$ cat src/rtl/fptc_pkg.sv
// fptc_pkg: widths, codes, reset values and shared types of the fft peak tone classifier
// used by every module under rtl; depends on nothing
`default_nettype none

package fptc_pkg;

   // defaults for the top level parameters
   localparam int FFT_LENGTH_DEF         = 2048;
   localparam int FIRST_SEARCHED_BIN_DEF = 2;

   // field widths
   localparam int BIN_W      = 32;
   localparam int MAG_W      = 64;
   localparam int IDX_W      = 10;
   localparam int RATE_W     = 18;
   localparam int FREQ_W     = 21;
   localparam int CHOICE_W   = 3;
   localparam int NUM_TONES  = 5;
   localparam int PROD_W     = IDX_W + RATE_W;
   localparam int CSR_IDX_W  = 3;
   localparam int CSR_DATA_W = 21;
   localparam int REQ_DATA_W = 64;
   localparam int RSP_DATA_W = 40;

   localparam int IDX_MAX_INT = (1 << IDX_W) - 1;
   localparam logic [IDX_W-1:0]  IDX_MAX  = '1;
   localparam logic [FREQ_W-1:0] FREQ_MAX = '1;

   localparam logic [CHOICE_W-1:0] CHOICE_INCONCLUSIVE = 3'd5;

   // register indexes on the csr port
   localparam logic [CSR_IDX_W-1:0] REG_AUDIO_RATE   = 3'd0;
   localparam logic [CSR_IDX_W-1:0] REG_REF_TONE_0   = 3'd1;
   localparam logic [CSR_IDX_W-1:0] REG_REF_TONE_1   = 3'd2;
   localparam logic [CSR_IDX_W-1:0] REG_REF_TONE_2   = 3'd3;
   localparam logic [CSR_IDX_W-1:0] REG_REF_TONE_3   = 3'd4;
   localparam logic [CSR_IDX_W-1:0] REG_REF_TONE_4   = 3'd5;
   localparam logic [CSR_IDX_W-1:0] REG_MATCH_WINDOW = 3'd6;

   // reset values
   localparam logic [RATE_W-1:0] AUDIO_RATE_RST   = 18'd48000;
   localparam logic [FREQ_W-1:0] REF_TONE_0_RST   = 21'd7040;
   localparam logic [FREQ_W-1:0] REF_TONE_1_RST   = 21'd9397;
   localparam logic [FREQ_W-1:0] REF_TONE_2_RST   = 21'd9956;
   localparam logic [FREQ_W-1:0] REF_TONE_3_RST   = 21'd11840;
   localparam logic [FREQ_W-1:0] REF_TONE_4_RST   = 21'd13290;
   localparam logic [FREQ_W-1:0] MATCH_WINDOW_RST = 21'd256;

   // squared parts of one bin, on their way to the peak tracker
   typedef struct packed {
      logic [MAG_W-1:0] re_sq;
      logic [MAG_W-1:0] im_sq;
      logic [IDX_W-1:0] idx;
      logic             searched;
      logic             last;
   } sq_bin_type;

   // configuration seen by the tone matcher
   typedef struct packed {
      logic [RATE_W-1:0]                  audio_rate;
      logic [NUM_TONES-1:0][FREQ_W-1:0]   ref_tone;
      logic [FREQ_W-1:0]                  match_window;
   } cfg_type;

endpackage

`default_nettype wire

$ cat src/rtl/fptc_peak_track.sv
// fptc_peak_track: running maximum of squared magnitude over one frame, hands the
// peak index on at the last bin; depends on fptc_pkg
`default_nettype none

module fptc_peak_track #(
   parameter int FFT_LENGTH = fptc_pkg::FFT_LENGTH_DEF
) (
   input  wire logic                        clock,
   input  wire logic                        reset,
   input  wire logic                        sq_valid,
   output      logic                        sq_ready,
   input  wire fptc_pkg::sq_bin_type        sq_bin,
   output      logic                        peak_valid,
   input  wire logic                        peak_ready,
   output      logic [fptc_pkg::IDX_W-1:0]  peak_idx
);

   localparam int LIMIT_INT = (FFT_LENGTH / 2 > fptc_pkg::IDX_MAX_INT) ?
                              fptc_pkg::IDX_MAX_INT : FFT_LENGTH / 2;

   logic [fptc_pkg::MAG_W-1:0] best_mag_ff, best_mag_in;
   logic [fptc_pkg::IDX_W-1:0] best_idx_ff, best_idx_in;
   logic                       r1_valid_ff, r1_valid_in;
   logic [fptc_pkg::IDX_W-1:0] r1_idx_ff;

   logic                       r1_ready, consume, take;
   logic [fptc_pkg::MAG_W-1:0] mag;
   logic [fptc_pkg::IDX_W-1:0] final_idx;

   assign r1_ready = !r1_valid_ff || peak_ready;
   // an ordinary bin never waits, only a frame end needs room downstream
   assign sq_ready = !sq_bin.last || r1_ready;
   assign consume  = sq_valid && sq_ready;

   assign mag       = sq_bin.re_sq + sq_bin.im_sq;
   assign take      = sq_bin.searched && (mag > best_mag_ff);
   assign final_idx = take ? sq_bin.idx : best_idx_ff;

   always_comb begin
      best_mag_in = best_mag_ff;
      best_idx_in = best_idx_ff;
      if (consume) begin
         if (sq_bin.last) begin
            best_mag_in = '0;
            best_idx_in = '0;
         end else if (take) begin
            best_mag_in = mag;
            best_idx_in = sq_bin.idx;
         end
      end
   end

   assign r1_valid_in = (consume && sq_bin.last) || (r1_valid_ff && !peak_ready);

   always_ff @(posedge clock) begin
      if (reset) begin
         best_mag_ff <= '0;
         best_idx_ff <= '0;
         r1_valid_ff <= 1'b0;
      end else begin
         best_mag_ff <= best_mag_in;
         best_idx_ff <= best_idx_in;
         r1_valid_ff <= r1_valid_in;
      end
   end

   always_ff @(posedge clock) begin
      if (consume && sq_bin.last) begin
         r1_idx_ff <= final_idx;
      end
   end

   assign peak_valid = r1_valid_ff;
   assign peak_idx   = r1_idx_ff;

   a_clear_after_frame: assert property (@(posedge clock) disable iff (reset)
      consume && sq_bin.last |=> best_mag_ff == '0 && best_idx_ff == '0)
      else $error("frame state not cleared after last bin");

   a_idx_has_mag: assert property (@(posedge clock) disable iff (reset)
      best_idx_ff != '0 |-> best_mag_ff != '0)
      else $error("peak index held with zero magnitude");

   a_peak_in_range: assert property (@(posedge clock) disable iff (reset)
      r1_valid_ff |-> r1_idx_ff < fptc_pkg::IDX_W'(LIMIT_INT) || r1_idx_ff == '0)
      else $error("peak index outside searched range");

endmodule

`default_nettype wire

$ cat config.mk
export PLATFORM = sky130hd
export DESIGN_NAME = fptc_peak_track
export DESIGN_NICKNAME = d
export VERILOG_FILES = /design/src/rtl/fptc_pkg.sv /design/src/rtl/fptc_peak_track.sv
export SDC_FILE = /design/constraint.sdc
export NUM_CORES = 1
export LEC_CHECK = 0
export ABC_AREA = 1
export BUFFER_PORTS_ARGS = -buffer_cell sky130_fd_sc_hd__buf_2
export CAP_MARGIN = 20
export CORE_MARGIN = 1.5
export CORE_UTILIZATION = 30
export CTS_CLUSTER_SIZE = 24
export DETAILED_ROUTE_END_ITERATION = 6
export SKIP_LAST_GASP = 1
export SYNTH_ARGS = -nofsm -noshare
export SYNTH_HDL_FRONTEND = slang
export SYNTH_SLANG_ARGS = --single-unit
export TNS_END_PERCENT = 100
$ cat constraint.sdc
create_clock -name clock -period 5.65 [get_ports clock]
set_clock_uncertainty 0.15 [all_clocks]
set_input_delay 0 -clock clock [delete_from_list [all_inputs] [get_ports clock]]
set_output_delay 0 -clock clock [all_outputs]
set_load 0.02 [all_outputs]
-- Word level (Yosys, flattened, before mapping)
Cells that the tools add are included.
- reductions and logical operators: 12
- $add $sub $neg: 1
- $lt $le $gt $ge: 1
- mux-type cells: 4
- operators with widths (kind ; count):
    2-to-1 mux 64 bit ; 2
    adder 64 bit ; 1
    greater-than comparator 64 bit ; 1
    2-to-1 mux 10 bit ; 2
    logical AND 1 bit ; 4
    logical NOT 1 bit ; 3
    logical OR 1 bit ; 3
    AND reduction 2 bit ; 1
    nonzero test 2 bit ; 1
- input bits: 144
- register bits after elaboration: 85
- output and inout port bits: 12

-- Logic depth before layout (Yosys ltp)
Gate-level depths: netlist of run 1.
- word-level depth: 6
- mapped depth: 32
- gate-level depth less buffers: 31

-- Least setup slack after synthesis of run 1
No wires, ideal clock.
- path type: input -> register
- from: input port sq_bin[12] in the netlist's numbering
- to: register r1_idx_ff, in the netlist peak_idx[0] (data pin)
- data required time: 5.245 ns
- path slack: 2.385 ns
- cell stages on the path: 27
- arrival: 2.861 ns
- cells stage by stage: ha_1 -> inv_1 -> fa_1 -> nor2_2 -> or2_1 -> buf_4 -> nand3_1 -> nand3_1 -> nand2_1 -> nand2_1 -> nand2_1 -> nand3_1 -> nand2_1 -> ha_1 -> nand4_1 -> nor2_1 -> inv_1 -> nor2_1 -> nand2_1 -> nor2_2 -> nand2_1 -> nand2_1 -> inv_2 -> nand2_2 -> buf_2 -> nand2_1 -> and2_1
- longest elaborated chain between the ends: 4
- RTL lines (what ; line ; source):
    start: declaration ; fptc_peak_track.sv:12 ; input wire fptc_pkg::sq_bin_type sq_bin,
    adder 64 bit ; fptc_peak_track.sv:35 ; assign mag = sq_bin.re_sq + sq_bin.im_sq;
    greater-than comparator 64 bit ; fptc_peak_track.sv:36 ; assign take = sq_bin.searched && (mag > best_mag_ff);
    logical AND 1 bit ; fptc_peak_track.sv:36 ;
    2-to-1 mux 10 bit ; n/a ;
    net final_idx, one bit ; fptc_peak_track.sv:28 ; logic [fptc_pkg::IDX_W-1:0] final_idx;
    end signal: assignment ; fptc_peak_track.sv:69 ; r1_idx_ff <= final_idx;
    end: declaration ; fptc_peak_track.sv:24 ; logic [fptc_pkg::IDX_W-1:0] r1_idx_ff;
The timed path passes the listed nets, and every way through them passes these cells.
A chain may end at the register's enable or synchronous reset.

-- Final worst setup path of run 1
- from: input port sq_bin[76] in the netlist's numbering
- to: register best_idx_ff[3] in the netlist's numbering
- longest elaborated chain between the ends: 5
- RTL lines (what ; line ; source):
    adder 64 bit ; fptc_peak_track.sv:35 ;
    greater-than comparator 64 bit ; fptc_peak_track.sv:36 ;
    logical AND 1 bit ; fptc_peak_track.sv:36 ;
    2-to-1 mux 10 bit (2 in a row) ; n/a ;
    end signal: assignment ; fptc_peak_track.sv:62 ; best_idx_ff <= best_idx_in;
    end: declaration ; fptc_peak_track.sv:22 ; logic [fptc_pkg::IDX_W-1:0] best_idx_ff, best_idx_in;
No other way between the ends.

==> summary.txt, run 1 <==
Worst-path clk slew -> 0.07 ns
Seq/Total Area, Yosys -> 16.4%
R2R setup slack -> 2.67 ns
Die ar. -> 37700 um^2
DRT Pass-1 Iters -> 7
Switch Pwr -> 1060 uW
Power Internal -> 1410 uW
Critical Path Source Type -> input port
Root Buffer -> clkbuf_16
Iteration-0 DRC Markers -> 838
Site row count -> 69
Setup CP Type -> input port to flop
Status -> finished, violations left
Combinational group share of total power -> 48.9%
Post-synthesis net count -> 2170
DR vias/cell -> 4.78
CP endpoint kind -> flop
Crit path max-delay cell type -> dlygate4sd3_1
Worst vdd ir -> 0.121 mV
Core Area -> 35700 um^2
GRT Residual Overflow -> 0
Post-cts sizing count -> 0
Max Transition Viols Final -> 0
Worst hold path class -> input port to flop
Setup Fix Bufs, Post-CTS -> 0
Final non-filler cell total -> 2509
RSZ-0062 raised after global routing -> no
Crit path DAT -> 4.93 ns
Antenna viol nets, final -> 0
Die Span Y -> 194 um
Maxcap violations -> 0
Fraction of the cycle the final worst path needs -> 85.3%
Tmin final -> 4.82 ns
Synth Warn # -> 0
CTS Buf Count -> 9
Vias in the first global route -> 11038
Violated checks -> DRC
Die width -> 194 um
Hpwl dp -> 29.1 mm
Final Setup Violations -> 0
Post-Syn Instances -> 1898
Routed via count -> 11993
I/O pin count -> 156
Sw Share -> 42.8%
Leak -> 0.00667 uW
CTS tree -> built
Antenna violations before repair -> 0
Clock sinks -> 85
CTS max path bufs -> 2
Area grow syn2layout -> 14.8%
Global-route wire length before repair -> 55.4 mm
Synth top area share -> 21.0%
WP data required -> 5.77 ns
CTS HTree Levels -> 3
Post-synth top area cell -> nand2_1
Routability cong. -> 0.991
Max_slew headroom -> 37.0%
Max Fanout on Critical Path -> 12
Final Hold Viols -> 0
Worst Tran Pin Value -> 0.945 ns
Tot Pwr -> 2470 uW
Wire length per cell -> 14.0 um
Nets -> 2315
Power Dens Cells -> 196 nW/um^2
Most common cell after layout, fill and taps aside -> nand2_1
Residual DRC -> 9
Largest net degree at the start of global routing -> 76
FF+latch count, synth -> 85
Max incr delay on CP -> 0.57 ns
Layout cells sized above 1 -> 12.7%
Hold Buf Count CTS -> 15
Fmax -> 0.208 GHz
Port Buffer Count -> 155
Syn Std Cell Area -> 11000 um^2
Initial core utilization -> 30.7%
Hold_ws -> 0.0272 ns
Post-Place Cells -> 2478
Clock share of power -> 24.5%
Sequential cell fraction of total power -> 26.6%
Most used cell, CP -> nand2_1
# diodes -> 0
Setup TNS -> 0 ns
Drt total wl -> 35.2 mm
Skew-Pair Late Insertion Delay -> 0.35 ns
Synth unique cells -> 41
Total GRT Usage -> 18.3%
Most frequent cells in the layout -> 614 x nand2_1, 374 x inv_1, 207 x nand3_1
Synth top area cells -> nand2_1 21%, ha_1 14%, dfxtp_1 14%
Synthesized area per cell -> 5.78 um^2
## worst max-delay path, delay by kind of cell
| kind | cells | cell delay, ns |
|---|---|---|
| AO/OA/AOI/OAI | 1 | 0.11 |
| buffers and inverters | 5 | 1.33 |
| AND/OR/NAND/NOR | 20 | 2.50 |
| adder cells (fa/ha/maj) | 3 | 0.97 |
## per-layer routing
metal | track usage, % | routed length (um)
met1 | 24.7 | 16400
met3 | 1.48 | 1960
met5 | 0 | 0
met2 | 29.8 | 15600
met4 | 7.61 | 1200
## per-stage QoR
| stage | utilization, % | area [um^2] | setup WS (ns) |
|---|---|---|---|
| finish | 35.2 | 12600 | 0.833 |
| global route | 35.2 | 12600 | 0.310 |
| CTS | 35.2 | 12600 | 0.794 |
| detailed placement | 34.0 | 12100 | 0.995 |
| global placement | 34.0 | 12100 | 1.03 |
| floorplan | - | 11000 | 2.38 |
## layout make-up
class	count	area (um^2)
fillers	4049	23100
multi-input cells	1386	7500
flip-flops and latches	85	1800
inverters	387	1460
repair buffers	174	956
well taps	461	577
clock buffers	11	243
clock inverters	5	57.6
## power by group through the flow
stage               logic, uW  clock network, uW  registers (uW)
floorplan                 844                  0             678
global placement         1180                  0             670
detailed placement       1190                  0             671
CTS                      1200                623             658
global route             1370                642             660
finish                   1210                604             658
## flip-flops by register name (all words and copies together), names as in the netlist
| register | cells |
|---|---|
| best_idx_ff | 10 |
| peak_idx | 10 |
| peak_valid | 1 |
| best_mag_ff | 64 |
## synthesized netlist by cell type, drive strengths merged
| master | count |
|---|---|
| nor2 | 117 |
| nor4 | 1 |
| dfxtp | 75 |
| o21a | 3 |
| and2 | 12 |
| a21boi | 1 |
| o21bai | 13 |
| or2 | 2 |
| inv | 383 |
| xnor2 | 2 |
| a21o | 1 |
| fa | 1 |
| nor3 | 18 |
| ha | 127 |
| nand2 | 634 |
| nand3 | 220 |
| edfxtp | 10 |
| o21ai | 20 |
| a21oi | 161 |
| nand4 | 18 |
| clkbuf | 17 |
| clkinv | 4 |
| nand3b | 2 |
| xor2 | 33 |
| buf | 23 |
## worst paths after layout
path / startpoint / depth (start not counted) / endpoint
setup / recovery: sq_bin[76] / 29 / best_idx_ff[3]
hold / removal: sq_bin[75] / 6 / best_mag_ff[63]
setup reg to reg: best_mag_ff[19] / 16 / best_mag_ff[58]
hold reg to reg: best_idx_ff[0] / 2 / best_idx_ff[0]
## logic make-up after synthesis
logic type	synth area share, %
flip-flops	16.4
buffers and inverters	15.3
AND/OR/NAND/NOR	40.8
AO/OA/AOI/OAI	9.83
adder cells (fa/ha/maj)	14.7
XOR/XNOR	3.00
Note: power is estimated with default switching activity, not from simulation.
==> run 2, diff against run 1 <==
--- a/config.mk
+++ b/config.mk
@@ -8,7 +8,6 @@
 export ABC_AREA = 1
 export BUFFER_PORTS_ARGS = -buffer_cell sky130_fd_sc_hd__buf_2
 export CAP_MARGIN = 20
-export CORE_MARGIN = 1.5
 export CORE_UTILIZATION = 30
 export CTS_CLUSTER_SIZE = 24
 export DETAILED_ROUTE_END_ITERATION = 6
==> constraint.sdc (replaced) <==
create_clock -name clock -period 4.85 [get_ports clock]
set_clock_uncertainty 0.15 [all_clocks]
set_input_delay 0 -clock clock [delete_from_list [all_inputs] [get_ports clock]]
set_output_delay 0 -clock clock [all_outputs]
set_load 0.02 [all_outputs]
==> summary.txt, run 2 (synthesis results as in run 1) <==
Fmax -> 0.226 GHz
Max Fanout on Critical Path -> 37
Largest net degree at the start of global routing -> 76
Clock share of power -> 24.9%
Post-DP Area -> 12200 um^2
Core Area -> 35700 um^2
Nets -> 2317
Sequential cell fraction of total power -> 26.1%
Most frequent cells in the layout -> 614 x nand2_1, 374 x inv_1, 207 x nand3_1
CP endpoint -> best_mag_ff[16]
Layout cells sized above 1 -> 12.9%
Fraction of the cycle the final worst path needs -> 91.2%
Max incr delay on CP -> 0.52 ns
Site row count -> 69
Critical Path Source Type -> input port
DRT Pass-1 Iters -> 7
I/O pin count -> 156
Crit path max-delay cell type -> dlygate4sd3_1
Post-Place Cells -> 2482
Clock sinks -> 85
Worst-path clk slew -> 0.07 ns
Combinational group share of total power -> 49.0%
# diodes -> 0
Top delay family on crit path -> simple AND/OR/NAND/NOR gates
Drt total wl -> 35.5 mm
Leak -> 0.00670 uW
Setup TNS -> 0 ns
Routed via count -> 11855
Hpwl dp -> 29.7 mm
Initial core utilization -> 30.7%
CP endpoint kind -> flop
Finished Cell Area -> 12700 um^2
Routability cong. -> 0.990
Die width -> 193 um
Maxcap violations -> 0
Antenna viol nets, final -> 0
Die ar. -> 37300 um^2
Sw Share -> 42.7%
Most common cell after layout, fill and taps aside -> nand2_1
Worst vdd ir -> 0.115 mV
RSZ-0062 raised after global routing -> no
Worst R2R End -> best_mag_ff[19]
Vias in the first global route -> 11244
Power Internal -> 1680 uW
Fillcell total -> 4058
WP data required -> 4.97 ns
Tmin final -> 4.42 ns
Final non-filler cell total -> 2511
Max Transition Viols Final -> 0
Total GRT Usage -> 19.0%
GRT Residual Overflow -> 0
Worst setup path startpoint -> sq_bin[76]
Global-route wire length before repair -> 57.0 mm
Skew-Pair Late Insertion Delay -> 0.35 ns
Final Setup Violations -> 0
Area grow syn2layout -> 15.5%
Worst hold path class -> input port to flop
Max_slew headroom -> 37.2%
Number of flip-flops in the largest register -> 64
Final Hold Viols -> 0
Violated checks -> DRC
Status -> finished, violations left
CTS HTree Levels -> 3
FF-to-FF path depth -> 8
Most used cell, CP -> nand2_1
Post-Route Utilization -> 35.4%
Wire length per cell -> 14.1 um
Setup CP Type -> input port to flop
Setup Fix Bufs, Post-CTS -> 0
Power Dens Cells -> 231 nW/um^2
Die Span Y -> 193 um
Bufs and invs on worst path -> 6
Residual DRC -> 10
Root Buffer -> clkbuf_16
Worst Tran Pin Value -> 0.942 ns
Antenna violations before repair -> 0
Iteration-0 DRC Markers -> 785
Launch point of the worst reg-to-reg path -> peak_valid
CP Depth -> 29
Crit path DAT -> 4.54 ns
CTS Buf Count -> 9
DR vias/cell -> 4.72
Port Buffer Count -> 155
CTS tree -> built
R2R setup slack -> 2.17 ns
Biggest register -> best_mag_ff
CTS max path bufs -> 2
Switch Pwr -> 1250 uW
run 2: routing by layer:
metal  track usage (%)  up-vias  part of all wire [%]
met5                 0        -                     0
met2              31.0      301                    45
met3              1.78       55                   4.9
met4              6.58        0                   2.8
li1                  -     6205                     -
met1              26.1     5294                    47
run 2: stage by stage:
| step | setup WS [ns] | total power (uW) | hold slack, ns |
|---|---|---|---|
| 2_1_floorplan | 1.58 | 1770 | -0.0171 |
| 5_1_grt | 0.00786 | 3170 | 0.0565 |
| 3_5_place_dp | 0.382 | 2190 | 0.227 |
| 3_3_place_gp | 0.458 | 2170 | 0.229 |
| 4_1_cts | 0.187 | 2940 | 0.0260 |
| 6_report | 0.427 | 2930 | 0.0158 |
run 2: final cells by class:
class | instances | area [um^2] | area share, %
clock buffers | 11 | 253 | 1.99
clock inverters | 5 | 56.3 | 0.444
inverters | 387 | 1460 | 11.5
multi-input cells | 1386 | 7510 | 59.3
flip-flops and latches | 85 | 1800 | 14.2
well taps | 461 | 577 | 4.55
repair buffers | 176 | 1010 | 7.98
run 2: how the worst min path moves through the flow:
| stage | startpoint | to | depth (start not counted) |
|---|---|---|---|
| 3_3_place_gp | peak_ready | peak_valid | 6 |
| 2_1_floorplan | sq_bin[0] | sq_ready | 1 |
| 5_1_grt | sq_bin[75] | best_mag_ff[63] | 6 |
| 3_5_place_dp | sq_bin[0] | sq_ready | 3 |
| 4_1_cts | sq_bin[75] | best_mag_ff[63] | 6 |
| 6_report | sq_bin[75] | best_mag_ff[63] | 6 |
run 2: power by group through the flow:
stage | clock, uW | sequential [uW] | combinational, uW
2_1_floorplan | 0 | 790 | 984
3_3_place_gp | 0 | 781 | 1390
3_5_place_dp | 0 | 782 | 1410
4_1_cts | 747 | 766 | 1420
5_1_grt | 771 | 770 | 1630
6_report | 729 | 766 | 1440
run 2: tightest hold or removal path, cell delays in order:
cell and delay, ns:
buf_2 0.08, xnor2_1 0.09, nand2_1 0.08, nand2_1 0.07, nand3_1 0.09, a21oi_1 0.06
run 2: timing repair:
item | CTS | global route
hold buffers | 13 | 0
gates resized for setup | 0 | 4
endpoints found under the hold margin | 22 | 0
setup endpoints to repair | 0 | 51
==> run 3, diff against run 2 <==
--- a/config.mk
+++ b/config.mk
@@ -5,7 +5,7 @@
 export SDC_FILE = /design/constraint.sdc
 export NUM_CORES = 1
 export LEC_CHECK = 0
-export ABC_AREA = 1
+export ABC_AREA = 0
 export BUFFER_PORTS_ARGS = -buffer_cell sky130_fd_sc_hd__buf_2
 export CAP_MARGIN = 20
 export CORE_UTILIZATION = 30
==> summary.txt, run 3 <==
Most common cell in the synthesized netlist -> ha_1
Worst vdd ir -> 0.141 mV
Routability cong. -> 0.905
Area grow syn2layout -> 45.9%
CTS tree -> built
Synth top area cells -> ha_1 19%, dfxtp_1 18%, a21oi_1 6.1%
Worst hold path class -> input port to flop
Total GRT Usage -> 18.3%
FF+latch count, synth -> 85
CTS Buf Count -> 9
Max Fanout on Critical Path -> 7
Seq/Total Area, Yosys -> 21.8%
Finished Cell Area -> 12100 um^2
Number of flip-flops in the largest register -> 64
Root Buffer -> clkbuf_16
Violated checks -> setup timing
Synthesized area per cell -> 7.92 um^2
Routed via count -> 8835
Post-synth top area cell -> ha_1
Final Hold Viols -> 0
Dpl ws -> -0.719 ns
Crit path DAT -> 5.08 ns
Wire length per cell -> 15.4 um
Core Area -> 27000 um^2
Multi-input logic area -> 6560 um^2
Vias in the first global route -> 8578
Most frequent cells in the layout -> 172 x buf_4, 152 x buf_2, 119 x ha_1
Largest net degree at the start of global routing -> 39
Leak -> 0.00543 uW
Post-DP Area -> 10600 um^2
Site row count -> 60
EDFF count, synth -> 10
Critical Path Source Type -> input port
Post-synthesis mux area share -> 1.36%
Worst-path clk slew -> 0.07 ns
Fmax -> 0.201 GHz
Die Span Y -> 168 um
Most common cell after layout, fill and taps aside -> buf_4
Clock sinks -> 85
DRT Pass-1 Iters -> 5
Die width -> 168 um
Post-synthesis simple-gate area fraction -> 15.5%
Synth top area share -> 19.2%
Max_slew headroom -> 47.5%
Iteration-0 DRC Markers -> 516
Skew-Pair Late Insertion Delay -> 0.35 ns
CTS max path bufs -> 2
Tmin final -> 4.97 ns
I/O pin count -> 156
WP data required -> 4.96 ns
Status -> finished, violations left
CTS HTree Levels -> 3
Antenna viol nets, final -> 0
Post-Syn Instances -> 1043
Nets -> 1649
Hpwl dp -> 19.9 mm
Syn Std Cell Area -> 8260 um^2
Worst Tran Pin Value -> 0.787 ns
FF+latch area -> 1800 um^2
Initial core utilization -> 30.6%
Post-synth top flop -> dfxtp_1
Synth Warn # -> 0
Ys async rst share -> 0%
Global-route wire length before repair -> 42.2 mm
Residual DRC -> 0
Setup CP Type -> input port to flop
Final Setup Violations -> 77
GRT Residual Overflow -> 0
Post-synthesis net count -> 1315
Fillcell total -> 2588
Maxcap violations -> 0
Adder-cell share of the synthesized area -> 19.5%
Layout cells sized above 1 -> 34.0%
DR vias/cell -> 5.13
Port Buffer Count -> 155
Largest family of logic cells by synthesized area -> compound AO/OA/AOI/OAI gates
RSZ-0062 raised after global routing -> yes
Die ar. -> 28200 um^2
CP endpoint kind -> flop
Fraction of the cycle the final worst path needs -> 102%
Tot Pwr -> 3070 uW
Biggest register -> best_mag_ff
Worst setup margin -> -0.117 ns
# diodes -> 0
Commonest cells post-synth -> 127 x ha_1, 100 x a21oi_1, 89 x inv_1
Antenna violations before repair -> 0
Drt total wl -> 26.5 mm
Post-synthesis xor/xnor area fraction -> 6.68%
Compound-gate portion of the synthesized area -> 28.9%
Max Transition Viols Final -> 0
Synth unique cells -> 62
Power Dens Cells -> 255 nW/um^2
## run 3: changes by cell type after synthesis, sizes merged, moves of 17 or more
cell	previous run	this run
a22oi	0	34
xnor2	2	47
clkbuf	17	36
a31oi	0	19
inv	383	89
nand2	634	71
xor2	33	16
nor2	117	77
o21ai	20	55
a22o	0	32
a21o	1	57
a21oi	161	100
nand3	220	17
## run 3: critical path, stage by stage
cell      delay, ns
buf_2          0.12
ha_4           0.23
buf_4          0.16
a21o_1         0.18
nor3_2         0.22
a21oi_2        0.12
o311ai_2       0.31
a2111o_1       0.28
a211oi_2       0.10
buf_4          0.15
or3_4          0.35
a21boi_2       0.18
xnor2_2        0.11
ha_1           0.32
nand4_1        0.18
nor4_4         0.35
and4_1         0.28
nor4b_4        0.24
a211oi_2       0.11
and3_4         0.22
nor4b_4        0.28
buf_6          0.17
nand2_1        0.07
o32a_1         0.29
o311ai_1       0.06
## run 3: path summary, 6_finish.rpt
kind	startpoint	end	slack (ns)	cells past startpoint
max	sq_bin[22]	best_mag_ff[58]	-0.12	25
min	reset	best_mag_ff[17]	0.07	2
max reg2reg	best_mag_ff[25]	best_mag_ff[58]	1.62	12
min reg2reg	best_mag_ff[32]	best_mag_ff[32]	0.32	2
## run 3: logic make-up after synthesis
family / Yosys count
AO/OA/AOI/OAI: 360
AND/OR/NAND/NOR: 263
buffers and inverters: 134
adder cells (fa/ha/maj): 128
flip-flops: 85
XOR/XNOR: 63
multiplexers: 10
## run 3: cell type report
type	instances	area share [%]
timing repair buffer	364	21.8
sequential	85	15.0
clock buffer	13	2.34
inverter	89	2.77
clock inverter	2	0.114
tap	341	3.54
multi-input combinational	828	54.4
## run 3: stage by stage
step | setup TNS, ns | utilization (%) | std cells | hold WS, ns
2_1_floorplan | 0 | - | 1043 | 0.0276
3_3_place_gp | -37.49 | 39.3 | 1660 | 0.128
3_5_place_dp | -53.05 | 39.3 | 1661 | 0.129
4_1_cts | -0.882 | 42.5 | 1706 | 0.0606
5_1_grt | -17.37 | 44.7 | 1722 | 0.0899
6_report | -2.99 | 44.7 | 1722 | 0.0714
## run 3: per-layer routing
metal / part of all wire, % / routed length (um) / global-route usage, %
met1: 48 / 12800 / 25.2
met2: 46 / 12100 / 29.8
met3: 4.5 / 1210 / 2.07
met4: 1.8 / 472 / 5.70
met5: 0 / 0 / 0
## run 3: timing repair
action,in CTS,in global routing
hold endpoints to repair,23,0
pin swaps,45,81
setup endpoints to repair,84,84
resized for setup,64,69
setup buffers,9,11
hold buffers,15,0
gates cloned,7,5
## run 3: power by group
| part | internal (uW) | switching (uW) | total [uW] |
|---|---|---|---|
| logic | 784 | 819 | 1600 |
| clock network | 404 | 290 | 694 |
| registers | 751 | 18.7 | 770 |
